### config.mk
export PLATFORM = sky130hd
export DESIGN_NAME = topic_wildcard_matcher_flat
export DESIGN_NICKNAME = d
export VERILOG_FILES = /design/src/rtl/twm_pkg.sv /design/src/rtl/twm_if.sv /design/src/rtl/twm_filter_ram.sv /design/src/rtl/twm_matcher.sv /design/src/rtl/twm_result_q.sv /design/src/rtl/topic_wildcard_matcher.sv /design/src/flat_wrapper.sv
export SDC_FILE = /design/constraint.sdc
export NUM_CORES = 1
export LEC_CHECK = 0
export BUFFER_PORTS_ARGS = -buffer_cell sky130_fd_sc_hd__buf_2
export CELL_PAD_IN_SITES_DETAIL_PLACEMENT = 0
export CELL_PAD_IN_SITES_GLOBAL_PLACEMENT = 1
export CORE_ASPECT_RATIO = 1.2
export CORE_MARGIN = 3
export CORE_UTILIZATION = 45
export DETAILED_ROUTE_END_ITERATION = 10
export GPL_ROUTABILITY_DRIVEN = 0
export PLACE_DENSITY = 0.74
export REMOVE_ABC_BUFFERS = 1
export SETUP_SLACK_MARGIN = 0.1
export SLEW_MARGIN = 10
export SYNTH_ARGS = -nofsm -noshare
export SYNTH_HDL_FRONTEND = slang
export SYNTH_SLANG_ARGS = --single-unit
### constraint.sdc
create_clock -name i_clk -period 5.3 [get_ports i_clk]
set_input_delay 0.53 -clock i_clk [delete_from_list [all_inputs] [get_ports i_clk]]
set_output_delay 0.53 -clock i_clk [all_outputs]
set_load 0.01 [all_outputs]
### src/rtl/twm_pkg.sv
// twm_pkg: shared constants, types and opcodes of the topic wildcard matcher
// used by twm_matcher, twm_result_q, the top level and the checker, depends on nothing

package twm_pkg;

    // filter store geometry
    localparam int MAX_FILTER_LEN = 64;
    localparam int ADDR_W         = $clog2(MAX_FILTER_LEN);
    localparam int LEN_W          = $clog2(MAX_FILTER_LEN + 1);
    localparam int CHAR_W         = 8;

    // result queue geometry
    localparam int QUEUE_DEPTH = 4;
    localparam int Q_PTR_W     = $clog2(QUEUE_DEPTH);
    localparam int Q_CNT_W     = $clog2(QUEUE_DEPTH + 1);

    // request opcodes
    localparam logic OP_LOAD  = 1'b0;
    localparam logic OP_TOPIC = 1'b1;

    typedef logic [CHAR_W-1:0] t_char;
    typedef logic [LEN_W-1:0]  t_pos;
    typedef logic [ADDR_W-1:0] t_addr;

    // filter store write port
    typedef struct packed {
        logic  en;
        t_addr addr;
        t_char data;
    } t_ram_wr;

    // filter store read addresses
    typedef struct packed {
        t_addr addr0;
        t_addr addr1;
    } t_ram_rd;

    typedef struct packed {
        logic matched;
        logic filter_overflow;
    } t_res_data;

    typedef struct packed {
        logic      valid;
        t_res_data data;
    } t_result;

endpackage

### src/rtl/twm_if.sv
// twm_if: request and result channel interfaces of the topic wildcard matcher
// valid/ready handshake with payload, no dependencies

interface twm_req_if;
    logic       valid;
    logic       ready;
    logic       opcode;
    logic [7:0] character;
    logic       last;

    modport source (output valid, output opcode, output character, output last, input ready);
    modport sink   (input valid, input opcode, input character, input last, output ready);
    modport monitor(input valid, input opcode, input character, input last, input ready);
endinterface

interface twm_res_if;
    logic valid;
    logic ready;
    logic matched;
    logic filter_overflow;

    modport source (output valid, output matched, output filter_overflow, input ready);
    modport sink   (input valid, input matched, input filter_overflow, output ready);
    modport monitor(input valid, input matched, input filter_overflow, input ready);
endinterface

### src/rtl/twm_filter_ram.sv
// twm_filter_ram: generic one-write two-read synchronous ram, registered reads
// standalone, no package dependency

module twm_filter_ram #(
    parameter int DEPTH = 64,
    parameter int WIDTH = 8,
    localparam int AW   = $clog2(DEPTH)
) (
    input  logic             i_clk,
    input  logic             i_wr_en,
    input  logic [AW-1:0]    i_wr_addr,
    input  logic [WIDTH-1:0] i_wr_data,
    input  logic [AW-1:0]    i_rd_addr0,
    input  logic [AW-1:0]    i_rd_addr1,
    output logic [WIDTH-1:0] o_rd_data0,
    output logic [WIDTH-1:0] o_rd_data1
);

    logic [WIDTH-1:0] r_mem [DEPTH];

    always_ff @(posedge i_clk) begin
        if (i_wr_en) begin
            r_mem[i_wr_addr] <= i_wr_data;
        end
    end

    always_ff @(posedge i_clk) begin
        o_rd_data0 <= r_mem[i_rd_addr0];
        o_rd_data1 <= r_mem[i_rd_addr1];
    end

endmodule

### src/rtl/twm_matcher.sv
// twm_matcher: filter loader, per-character match step and end-of-topic stage
// uses twm_pkg, drives the filter store ports and pushes results

module twm_matcher
    import twm_pkg::*;
(
    input  logic    i_clk,
    input  logic    i_rst_n,
    input  logic    i_fire,
    input  logic    i_opcode,
    input  t_char   i_character,
    input  logic    i_last,
    input  t_char   i_rd0,
    input  t_char   i_rd1,
    output t_ram_wr o_wr,
    output t_ram_rd o_rd,
    output t_result o_result
);

    typedef logic [1:0] t_verdict;

    localparam t_verdict V_RUNNING = 2'd0;
    localparam t_verdict V_MATCHED = 2'd1;
    localparam t_verdict V_FAILED  = 2'd2;

    localparam t_char CH_PLUS  = 8'h2B;
    localparam t_char CH_HASH  = 8'h23;
    localparam t_char CH_SLASH = 8'h2F;

    typedef struct packed {
        t_pos     pos;
        t_verdict ver;
    } t_step;

    // one topic character against filter byte f at pos
    function automatic t_step take_char(
        input t_verdict ver,
        input t_pos     pos,
        input t_pos     len,
        input t_char    f,
        input t_char    c,
        input t_char    nxt
    );
        t_step s;
        s.pos = pos;
        s.ver = ver;
        if (ver == V_RUNNING) begin
            if (pos >= len) begin
                s.ver = V_FAILED;
            end else if (f == CH_HASH) begin
                s.ver = V_MATCHED;
            end else if (f == c) begin
                s.pos = pos + t_pos'(1);
            end else if (f == CH_PLUS) begin
                if (nxt == CH_SLASH) begin
                    s.pos = pos + t_pos'(1);
                end
            end else begin
                s.ver = V_FAILED;
            end
        end
        return s;
    endfunction

    // topic and filter state
    t_pos     r_pos, n_pos;
    t_verdict r_verdict, n_verdict;
    t_char    r_pend_char, n_pend_char;
    logic     r_pend_valid, n_pend_valid;
    t_pos     r_len, n_len;
    logic     r_load_active, n_load_active;
    logic     r_ovf, n_ovf;

    // end-of-topic stage
    logic     r_tail_valid, n_tail_valid;
    t_pos     r_tail_pos, n_tail_pos;
    t_verdict r_tail_ver, n_tail_ver;
    t_char    r_tail_char, n_tail_char;
    logic     r_tail_ovf, n_tail_ovf;

    t_step    step_a;
    t_step    step_b;
    t_pos     len_base;
    logic     ovf_base;
    logic     capture;
    t_char    f_end;
    t_verdict fin;

    // step on the held character, lookahead is the arriving one
    always_comb begin
        step_a = take_char(r_verdict, r_pos, r_len, i_rd0, r_pend_char, i_character);
        if (!r_pend_valid) begin
            step_a.pos = r_pos;
            step_a.ver = r_verdict;
        end
    end

    assign capture = i_fire && (i_opcode == OP_TOPIC) && i_last;

    always_comb begin
        n_pos         = r_pos;
        n_verdict     = r_verdict;
        n_pend_char   = r_pend_char;
        n_pend_valid  = r_pend_valid;
        n_len         = r_len;
        n_load_active = r_load_active;
        n_ovf         = r_ovf;
        n_tail_valid  = 1'b0;
        n_tail_pos    = r_tail_pos;
        n_tail_ver    = r_tail_ver;
        n_tail_char   = r_tail_char;
        n_tail_ovf    = r_tail_ovf;
        o_wr          = '0;
        len_base      = r_load_active ? r_len : '0;
        ovf_base      = r_load_active ? r_ovf : 1'b0;

        if (i_fire) begin
            if (i_opcode == OP_LOAD) begin
                n_pos        = '0;
                n_verdict    = V_RUNNING;
                n_pend_char  = '0;
                n_pend_valid = 1'b0;
                if (len_base < t_pos'(MAX_FILTER_LEN)) begin
                    o_wr.en   = 1'b1;
                    o_wr.addr = len_base[ADDR_W-1:0];
                    o_wr.data = i_character;
                    n_len     = len_base + t_pos'(1);
                    n_ovf     = ovf_base;
                end else begin
                    n_len = len_base;
                    n_ovf = 1'b1;
                end
                n_load_active = !i_last;
            end else begin
                n_load_active = 1'b0;
                if (!i_last) begin
                    n_pend_char  = i_character;
                    n_pend_valid = 1'b1;
                    n_pos        = step_a.pos;
                    n_verdict    = step_a.ver;
                end else begin
                    n_tail_valid = 1'b1;
                    n_tail_pos   = step_a.pos;
                    n_tail_ver   = step_a.ver;
                    n_tail_char  = i_character;
                    n_tail_ovf   = r_ovf;
                    n_pos        = '0;
                    n_verdict    = V_RUNNING;
                    n_pend_char  = '0;
                    n_pend_valid = 1'b0;
                end
            end
        end
    end

    // port 0 follows the next position, or the end stage's position on a last request
    always_comb begin
        o_rd.addr0 = capture ? step_a.pos[ADDR_W-1:0] : n_pos[ADDR_W-1:0];
        o_rd.addr1 = step_a.pos[ADDR_W-1:0] + t_addr'(1);
    end

    // end stage: final character with no lookahead, then the trailing check
    always_comb begin
        step_b = take_char(r_tail_ver, r_tail_pos, r_len, i_rd0, r_tail_char, '0);
        f_end  = (step_b.pos == r_tail_pos) ? i_rd0 : i_rd1;
        fin    = step_b.ver;
        if (step_b.ver == V_RUNNING) begin
            if ((step_b.pos < r_len) && (f_end != CH_PLUS)) begin
                fin = V_FAILED;
            end else begin
                fin = V_MATCHED;
            end
        end
        o_result.valid                = r_tail_valid;
        o_result.data.matched         = (fin == V_MATCHED);
        o_result.data.filter_overflow = r_tail_ovf;
    end

    always_ff @(posedge i_clk) begin
        if (!i_rst_n) begin
            r_pos         <= '0;
            r_verdict     <= V_RUNNING;
            r_pend_valid  <= 1'b0;
            r_len         <= '0;
            r_load_active <= 1'b0;
            r_ovf         <= 1'b0;
            r_tail_valid  <= 1'b0;
        end else begin
            r_pos         <= n_pos;
            r_verdict     <= n_verdict;
            r_pend_valid  <= n_pend_valid;
            r_len         <= n_len;
            r_load_active <= n_load_active;
            r_ovf         <= n_ovf;
            r_tail_valid  <= n_tail_valid;
        end
    end

    always_ff @(posedge i_clk) begin
        r_pend_char <= n_pend_char;
        r_tail_pos  <= n_tail_pos;
        r_tail_ver  <= n_tail_ver;
        r_tail_char <= n_tail_char;
        r_tail_ovf  <= n_tail_ovf;
    end

endmodule

### src/rtl/twm_result_q.sv
// twm_result_q: small result queue in front of the result channel
// uses twm_pkg and twm_res_if

module twm_result_q
    import twm_pkg::*;
(
    input  logic      i_clk,
    input  logic      i_rst_n,
    input  t_result   i_push,
    twm_res_if.source o_res,
    output logic      o_room
);

    t_res_data           r_q [QUEUE_DEPTH];
    logic [Q_PTR_W-1:0]  r_wr_ptr, n_wr_ptr;
    logic [Q_PTR_W-1:0]  r_rd_ptr, n_rd_ptr;
    logic [Q_CNT_W-1:0]  r_count, n_count;
    logic                pop;
    logic [Q_CNT_W:0]    fill;

    assign pop                   = o_res.valid && o_res.ready;
    assign o_res.valid           = (r_count != '0);
    assign o_res.matched         = r_q[r_rd_ptr].matched;
    assign o_res.filter_overflow = r_q[r_rd_ptr].filter_overflow;

    // an in-flight push counts against the room left
    assign fill   = {1'b0, r_count} + {{Q_CNT_W{1'b0}}, i_push.valid};
    assign o_room = (fill < (Q_CNT_W+1)'(QUEUE_DEPTH));

    always_comb begin
        n_wr_ptr = r_wr_ptr;
        n_rd_ptr = r_rd_ptr;
        n_count  = r_count;
        if (i_push.valid) begin
            n_wr_ptr = r_wr_ptr + Q_PTR_W'(1);
        end
        if (pop) begin
            n_rd_ptr = r_rd_ptr + Q_PTR_W'(1);
        end
        if (i_push.valid && !pop) begin
            n_count = r_count + Q_CNT_W'(1);
        end else if (!i_push.valid && pop) begin
            n_count = r_count - Q_CNT_W'(1);
        end
    end

    always_ff @(posedge i_clk) begin
        if (!i_rst_n) begin
            r_wr_ptr <= '0;
            r_rd_ptr <= '0;
            r_count  <= '0;
        end else begin
            r_wr_ptr <= n_wr_ptr;
            r_rd_ptr <= n_rd_ptr;
            r_count  <= n_count;
        end
    end

    always_ff @(posedge i_clk) begin
        if (i_push.valid) begin
            r_q[r_wr_ptr] <= i_push.data;
        end
    end

endmodule

### src/rtl/topic_wildcard_matcher.sv
// topic_wildcard_matcher: top level of the subscription filter / topic matcher
// uses twm_pkg, twm_if, twm_filter_ram, twm_matcher and twm_result_q
//
// usage
//   i_req carries one character per request: opcode load writes the next
//   filter byte into the filter store, opcode topic streams one byte of a
//   published topic; last marks the final byte of either
//   o_res carries one result per topic request with last set: matched and
//   filter_overflow (the filter was longer than the store and got truncated)
//   a request is accepted on every cycle with valid and ready high; the block
//   takes one request per cycle, loads and topics alike, while the queue has room
//   the result of a topic is registered in the end stage, then pushed into the
//   result queue, from which it shows on o_res
//   each topic byte is matched one request late, when its successor arrives,
//   so the filter byte at the current position is already waiting in the
//   registered read of the store; the end stage reads two neighboring bytes,
//   the second through store port 1
//   results wait in a four-entry queue; when o_res stalls and the queue plus
//   the result in flight fill it, i_req.ready drops until a result is taken
//   reset (synchronous, active low) empties the filter, the queue and the
//   topic in progress; the filter store itself is not cleared, no start-up
//   sweep is needed because only bytes below the filter length are used

module topic_wildcard_matcher
    import twm_pkg::*;
(
    input  logic     i_clk,
    input  logic     i_rst_n,
    twm_req_if.sink  i_req,
    twm_res_if.source o_res
);

    logic    room;
    logic    fire;
    t_ram_wr wr;
    t_ram_rd rd;
    t_char   rd_data0;
    t_char   rd_data1;
    t_result result;

    // request ready depends only on queue room
    assign i_req.ready = room;
    assign fire        = i_req.valid && room;

    // filter store
    twm_filter_ram #(
        .DEPTH (MAX_FILTER_LEN),
        .WIDTH (CHAR_W)
    ) u_filter_ram (
        .i_clk      (i_clk),
        .i_wr_en    (wr.en),
        .i_wr_addr  (wr.addr),
        .i_wr_data  (wr.data),
        .i_rd_addr0 (rd.addr0),
        .i_rd_addr1 (rd.addr1),
        .o_rd_data0 (rd_data0),
        .o_rd_data1 (rd_data1)
    );

    // loader and match engine
    twm_matcher u_matcher (
        .i_clk       (i_clk),
        .i_rst_n     (i_rst_n),
        .i_fire      (fire),
        .i_opcode    (i_req.opcode),
        .i_character (i_req.character),
        .i_last      (i_req.last),
        .i_rd0       (rd_data0),
        .i_rd1       (rd_data1),
        .o_wr        (wr),
        .o_rd        (rd),
        .o_result    (result)
    );

    // result queue toward the receiver
    twm_result_q u_result_q (
        .i_clk   (i_clk),
        .i_rst_n (i_rst_n),
        .i_push  (result),
        .o_res   (o_res),
        .o_room  (room)
    );

endmodule

### src/flat_wrapper.sv
// flat-port wrapper written by rule: the top's interface ports become plain ports
module topic_wildcard_matcher_flat import twm_pkg::*;
  (i_clk, i_rst_n, i_req_valid, i_req_opcode, i_req_character, i_req_last, i_req_ready, o_res_valid, o_res_matched, o_res_filter_overflow, o_res_ready);
  twm_req_if i_req_i ();
  twm_res_if o_res_i ();
  input  logic i_clk;
  input  logic i_rst_n;
  input wire logic [$bits(i_req_i.valid)-1:0] i_req_valid;
  input wire logic [$bits(i_req_i.opcode)-1:0] i_req_opcode;
  input wire logic [$bits(i_req_i.character)-1:0] i_req_character;
  input wire logic [$bits(i_req_i.last)-1:0] i_req_last;
  output wire logic [$bits(i_req_i.ready)-1:0] i_req_ready;
  output wire logic [$bits(o_res_i.valid)-1:0] o_res_valid;
  output wire logic [$bits(o_res_i.matched)-1:0] o_res_matched;
  output wire logic [$bits(o_res_i.filter_overflow)-1:0] o_res_filter_overflow;
  input wire logic [$bits(o_res_i.ready)-1:0] o_res_ready;
  assign i_req_i.valid = i_req_valid;
  assign i_req_i.opcode = i_req_opcode;
  assign i_req_i.character = i_req_character;
  assign i_req_i.last = i_req_last;
  assign i_req_ready = i_req_i.ready;
  assign o_res_valid = o_res_i.valid;
  assign o_res_matched = o_res_i.matched;
  assign o_res_filter_overflow = o_res_i.filter_overflow;
  assign o_res_i.ready = o_res_ready;
  topic_wildcard_matcher u_core (.i_clk(i_clk), .i_rst_n(i_rst_n), .i_req(i_req_i), .o_res(o_res_i));
endmodule
==> run_summary.xml <==
<?xml version="1.0" encoding="UTF-8"?>
<metrics>
  <group name="outcome">
    <metric name="status" unit="">complete, no violations</metric>
  </group>
  <group name="timing">
    <metric name="setup_violations" unit="">0</metric>
    <metric name="timing.clock.skew" unit="ns">0.0183</metric>
    <metric name="timing.hold.ws" unit="ns">0.133</metric>
    <metric name="max_slew_margin" unit="%">15.2</metric>
    <metric name="grt_setup_unrepaired" unit="">no</metric>
    <metric name="report.final.slew_viol_count" unit="">0</metric>
    <metric name="final.min_clock_period" unit="ns">5.05</metric>
    <metric name="fmax" unit="MHz">198</metric>
    <metric name="tightest_slew" unit="ns">1.27</metric>
    <metric name="final-hold-violation-count" unit="">0</metric>
    <metric name="layout_worst_path_cycle_share" unit="%">95.2</metric>
  </group>
  <group name="drt">
    <metric name="antenna_left" unit="">0</metric>
    <metric name="wl" unit="um">99400</metric>
    <metric name="routed-via-count" unit="">22900</metric>
    <metric name="drt_first_pass_iters" unit="">6</metric>
    <metric name="vias_per_cell" unit="">6.50</metric>
    <metric name="drt_first_iter_violations" unit="">2953</metric>
    <metric name="detail_route.wl_per_cell" unit="um">28.2</metric>
    <metric name="post-route-drc-count" unit="">0</metric>
  </group>
  <group name="worst_setup_path">
    <metric name="timing.rr.end" unit="">u_core.u_filter_ram.o_rd_data0[3]</metric>
    <metric name="timing.critical_path.buf_inv" unit="">4</metric>
    <metric name="worst-r2r-cell-count" unit="">15</metric>
    <metric name="worst-r2r-setup-slack" unit="ns">0.25</metric>
    <metric name="critPathCapture" unit="">u_core.u_filter_ram.o_rd_data0[3]</metric>
    <metric name="critical_path.startpoint_type" unit="">register</metric>
    <metric name="critical_path_peak_fanout" unit="">39</metric>
    <metric name="cp.required" unit="ns">5.81</metric>
    <metric name="setup.worst_path.start" unit="">u_core.u_matcher.r_pos[0]</metric>
    <metric name="series_of_cell_instances_along_the_critical_path" unit="">inv_1 &gt; ha_1 &gt; nand2b_1 &gt; a211o_1 &gt; a211o_1 &gt; nor4_1 &gt; buf_4 &gt; o21a_4 &gt; buf_12 &gt; buf_4 &gt; mux2i_1 &gt; a32oi_1 &gt; a31oi_1 &gt; o22ai_1 &gt; or3_1</metric>
    <metric name="slowest_cell_on_crit_path" unit="">sky130_fd_sc_hd__o21a_4</metric>
    <metric name="worst-path-stages" unit="">15</metric>
    <metric name="critPathArrivalTime" unit="ns">5.56</metric>
    <metric name="kind_of_cell_with_the_highest_combined_delay_on_the_critical_path" unit="">compound AO/OA/AOI/OAI gates</metric>
    <metric name="reg2reg_from" unit="">u_core.u_matcher.r_pos[0]</metric>
    <metric name="timing.setup.critical_path_class" unit="">register to register</metric>
    <metric name="worst_path_largest_cell_delay" unit="ns">0.58</metric>
    <metric name="timing.critical_path.to_type" unit="">register</metric>
  </group>
  <group name="synthesis">
    <metric name="synth.area.top_cells" unit="">sky130_fd_sc_hd__edfxtp_1 (56%), sky130_fd_sc_hd__nand2_1 (8.6%), sky130_fd_sc_hd__mux2i_1 (4.0%), sky130_fd_sc_hd__dfxtp_1 (3.1%), sky130_fd_sc_hd__nand3_1 (3.0%)</metric>
    <metric name="yosys.cell_types.count" unit="">87</metric>
    <metric name="synth_sequential_area_ratio" unit="%">59.0</metric>
    <metric name="synthesis.area" unit="um2">29300</metric>
    <metric name="synth_enable_flop_cells" unit="">546</metric>
    <metric name="yosys_warnings" unit="">0</metric>
    <metric name="netlist.top_cell.by_area" unit="">sky130_fd_sc_hd__edfxtp_1</metric>
    <metric name="postSynth.asyncResetShare" unit="%">0</metric>
    <metric name="synth_area_per_cell" unit="um2">11.2</metric>
    <metric name="yosys_register_bits" unit="">591</metric>
    <metric name="yosys_top_cell_area_share" unit="%">56.0</metric>
    <metric name="gate_count_after_technology_mapping" unit="">2619</metric>
    <metric name="synth-main-ff-cell" unit="">sky130_fd_sc_hd__edfxtp_1</metric>
  </group>
  <group name="cells_and_area">
    <metric name="layoutNonFillerInstCount" unit="">3527</metric>
    <metric name="postLayoutCellArea" unit="um2">32900</metric>
    <metric name="finish.utilization" unit="%">51.6</metric>
    <metric name="drive_above_1_share" unit="%">12.0</metric>
    <metric name="final_stage_net_count" unit="">2698</metric>
    <metric name="most_common_library_cell_in_the_layout_ignoring_fill_and_taps" unit="">sky130_fd_sc_hd__nand2_1</metric>
    <metric name="flow.area_growth_from_synthesis" unit="%">12.4</metric>
    <metric name="layout_common_cells" unit="">sky130_fd_sc_hd__nand2_1 (668), sky130_fd_sc_hd__edfxtp_1 (546), sky130_fd_sc_hd__nand3_1 (173), sky130_fd_sc_hd__mux2i_1 (118), sky130_fd_sc_hd__buf_4 (118)</metric>
  </group>
  <group name="cts">
    <metric name="clkSinkCount" unit="">591</metric>
    <metric name="cts_bufs_inserted" unit="">59</metric>
    <metric name="number_of_hold_buffers_added_after_cts" unit="">0</metric>
    <metric name="max-clock-path-buffers" unit="">3</metric>
    <metric name="tritoncts_clock_tree" unit="">yes</metric>
    <metric name="h-tree-depth" unit="">2</metric>
    <metric name="clk_transition_reported_paths" unit="ns">0.06</metric>
    <metric name="insertion_delay" unit="ns">0.63</metric>
    <metric name="clk_root_buffer_cell" unit="">sky130_fd_sc_hd__clkbuf_16</metric>
  </group>
  <group name="power">
    <metric name="power.density" unit="nW/um2">300</metric>
    <metric name="vdd_drop_max" unit="mV">0.290</metric>
    <metric name="leakagePower" unit="nW">11.3</metric>
    <metric name="report.power.total" unit="mW">9.89</metric>
  </group>
  <group name="min_path">
    <metric name="worstHoldStart" unit="">i_req_character[0]</metric>
    <metric name="hp-class" unit="">input port to register</metric>
  </group>
  <group name="placed_design">
    <metric name="placed_area" unit="um2">31000</metric>
    <metric name="detailedPlacementHpwl" unit="um">66000</metric>
    <metric name="dpl.cell_count" unit="">3409</metric>
    <metric name="numPortBuffers" unit="">17</metric>
  </group>
  <group name="global_route">
    <metric name="global_route.usage.total" unit="%">28.8</metric>
    <metric name="grtUsageMet1" unit="%">37.3</metric>
    <metric name="grt_pass1_vias" unit="">22200</metric>
    <metric name="global_route.usage.met3" unit="%">4.38</metric>
    <metric name="pin_count_of_the_biggest_net_entering_global_routing" unit="">102</metric>
    <metric name="busiest_metal_layer_after_global_routing" unit="">met2</metric>
    <metric name="grt_first_pass_wirelength" unit="um">146000</metric>
    <metric name="grt.overflow.total" unit="">0</metric>
    <metric name="antenna_found_initial" unit="">1</metric>
    <metric name="grt_util_met2" unit="%">46.9</metric>
  </group>
  <group name="floorplanning">
    <metric name="start_util" unit="%">45.9</metric>
    <metric name="core_area" unit="um2">63800</metric>
    <metric name="boundaryPins" unit="">18</metric>
    <metric name="die_x" unit="um">239</metric>
    <metric name="dieHeight" unit="um">286</metric>
    <metric name="die_area" unit="um2">68200</metric>
    <metric name="rows" unit="">101</metric>
  </group>
  <group name="job">
    <metric name="drv_cap" unit="">0</metric>
  </group>
</metrics>
==> worst reg2reg max path: stages, from the launching register on <==
cell and delay (ns):
sky130_fd_sc_hd__dfxtp_1 0.50, sky130_fd_sc_hd__inv_1 0.14, sky130_fd_sc_hd__ha_1 0.30, sky130_fd_sc_hd__nand2b_1 0.14, sky130_fd_sc_hd__a211o_1 0.29, sky130_fd_sc_hd__a211o_1 0.47
sky130_fd_sc_hd__nor4_1 0.42, sky130_fd_sc_hd__buf_4 0.20, sky130_fd_sc_hd__o21a_4 0.58, sky130_fd_sc_hd__buf_12 0.38, sky130_fd_sc_hd__buf_4 0.25, sky130_fd_sc_hd__mux2i_1 0.21
sky130_fd_sc_hd__a32oi_1 0.14, sky130_fd_sc_hd__a31oi_1 0.39, sky130_fd_sc_hd__o22ai_1 0.15, sky130_fd_sc_hd__or3_1 0.37
==> state kept, by name (all words and copies together) (netlist names), 2 cells and up, named ones only <==
register,flops
u_core.u_filter_ram.r_mem,512
u_core.u_filter_ram.o_rd_data0,8
u_core.u_filter_ram.o_rd_data1,8
u_core.u_matcher.r_pend_char,8
u_core.u_matcher.r_tail_char,8
u_core.u_result_q.r_q,8
u_core.u_matcher.r_len,7
u_core.u_matcher.r_pos,7
u_core.u_matcher.r_tail_pos,7
u_core.u_result_q.r_count,3
u_core.u_matcher.r_tail_ver,2
u_core.u_matcher.r_verdict,2
u_core.u_result_q.r_rd_ptr,2
u_core.u_result_q.r_wr_ptr,2
==> cells by family (layout without fill, tap and decap cells) <==
family	after synthesis	in the layout	share of synthesized area, %
AOI/OAI and AO/OA	411	411	10.1
xor gates and xnor gates	40	40	1.52
adders and majority gates	31	31	1.35
buffers and inverters	210	292	3.13
DFF	591	591	59.0
muxes	150	150	6.35
other	0	2	0
and+or+nand+nor	1186	1186	18.5
==> timing repair <==
| action | 4_1_cts | 5_1_grt |
|---|---|---|
| hold endpoints to repair | 0 | 0 |
| gates resized for setup | 0 | 4 |
| setup buffers | 0 | 7 |
| endpoints found under the setup margin | 0 | 6 |
==> power by group <==
group | switching, mW | internal, mW
clock | 1.79 | 2.35
combinational | 0.335 | 0.138
sequential | 0.0568 | 5.22
total | 2.18 | 7.70
==> stage by stage <==
step	setup WS, ns	TNS (ns)
floorplan	-14.52	-140.85
global placement	0.202	0
detailed placement	0.122	0
CTS	0.134	0
global route	0.104	0
finish	0.253	0
==> Yosys cell counts (20+ instances only) <==
| cell type | n |
|---|---|
| sky130_fd_sc_hd__nor3b_1 | 32 |
| sky130_fd_sc_hd__buf_2 | 67 |
| sky130_fd_sc_hd__mux4_2 | 28 |
| sky130_fd_sc_hd__a21oi_1 | 77 |
| sky130_fd_sc_hd__edfxtp_1 | 546 |
| sky130_fd_sc_hd__o2111ai_1 | 28 |
| sky130_fd_sc_hd__nand2_1 | 668 |
| sky130_fd_sc_hd__mux2i_1 | 118 |
| sky130_fd_sc_hd__xor2_1 | 21 |
| sky130_fd_sc_hd__nand4_1 | 22 |
| sky130_fd_sc_hd__o21ai_0 | 22 |
| sky130_fd_sc_hd__and3_1 | 55 |
| sky130_fd_sc_hd__a31oi_1 | 78 |
| sky130_fd_sc_hd__nand3_1 | 173 |
| sky130_fd_sc_hd__inv_1 | 20 |
| sky130_fd_sc_hd__a211oi_1 | 49 |
| sky130_fd_sc_hd__and2_1 | 48 |
| sky130_fd_sc_hd__clkbuf_1 | 100 |
| sky130_fd_sc_hd__dfxtp_1 | 45 |
| sky130_fd_sc_hd__nor2_1 | 110 |
| sky130_fd_sc_hd__a32oi_1 | 54 |
| sky130_fd_sc_hd__ha_1 | 30 |
==> routing by layer <==
layer / share of wire (%) / vias to the layer above
li1: - / 9855
met1: 38 / 11400
met2: 47 / 1382
met3: 9.0 / 313
met4: 5.8 / 0
met5: 0 / -
==> worst min path at each step <==
stage / to / cells past startpoint
after global routing: u_core.u_matcher.r_tail_char[5] / 1
final: u_core.u_matcher.r_tail_char[0] / 1
after global placement: u_core.u_result_q.r_q[2][0] / 0
after CTS: u_core.u_matcher.r_tail_char[5] / 1
after floorplan: u_core.u_matcher.r_tail_ovf / 0
after detailed placement: u_core.u_result_q.r_q[1][0] / 0
==> cell type report <==
type                       count  area [um2]
multi-input combinational   1818       11200
fill                        5476       30900
clock buffer                  73        1550
tap                          824        1030
timing repair buffer         160        1460
antenna                        2        5.00
clock inverter                36         319
inverter                      23        88.8
sequential                   591       17300
(Power assumes the default switching activity.)
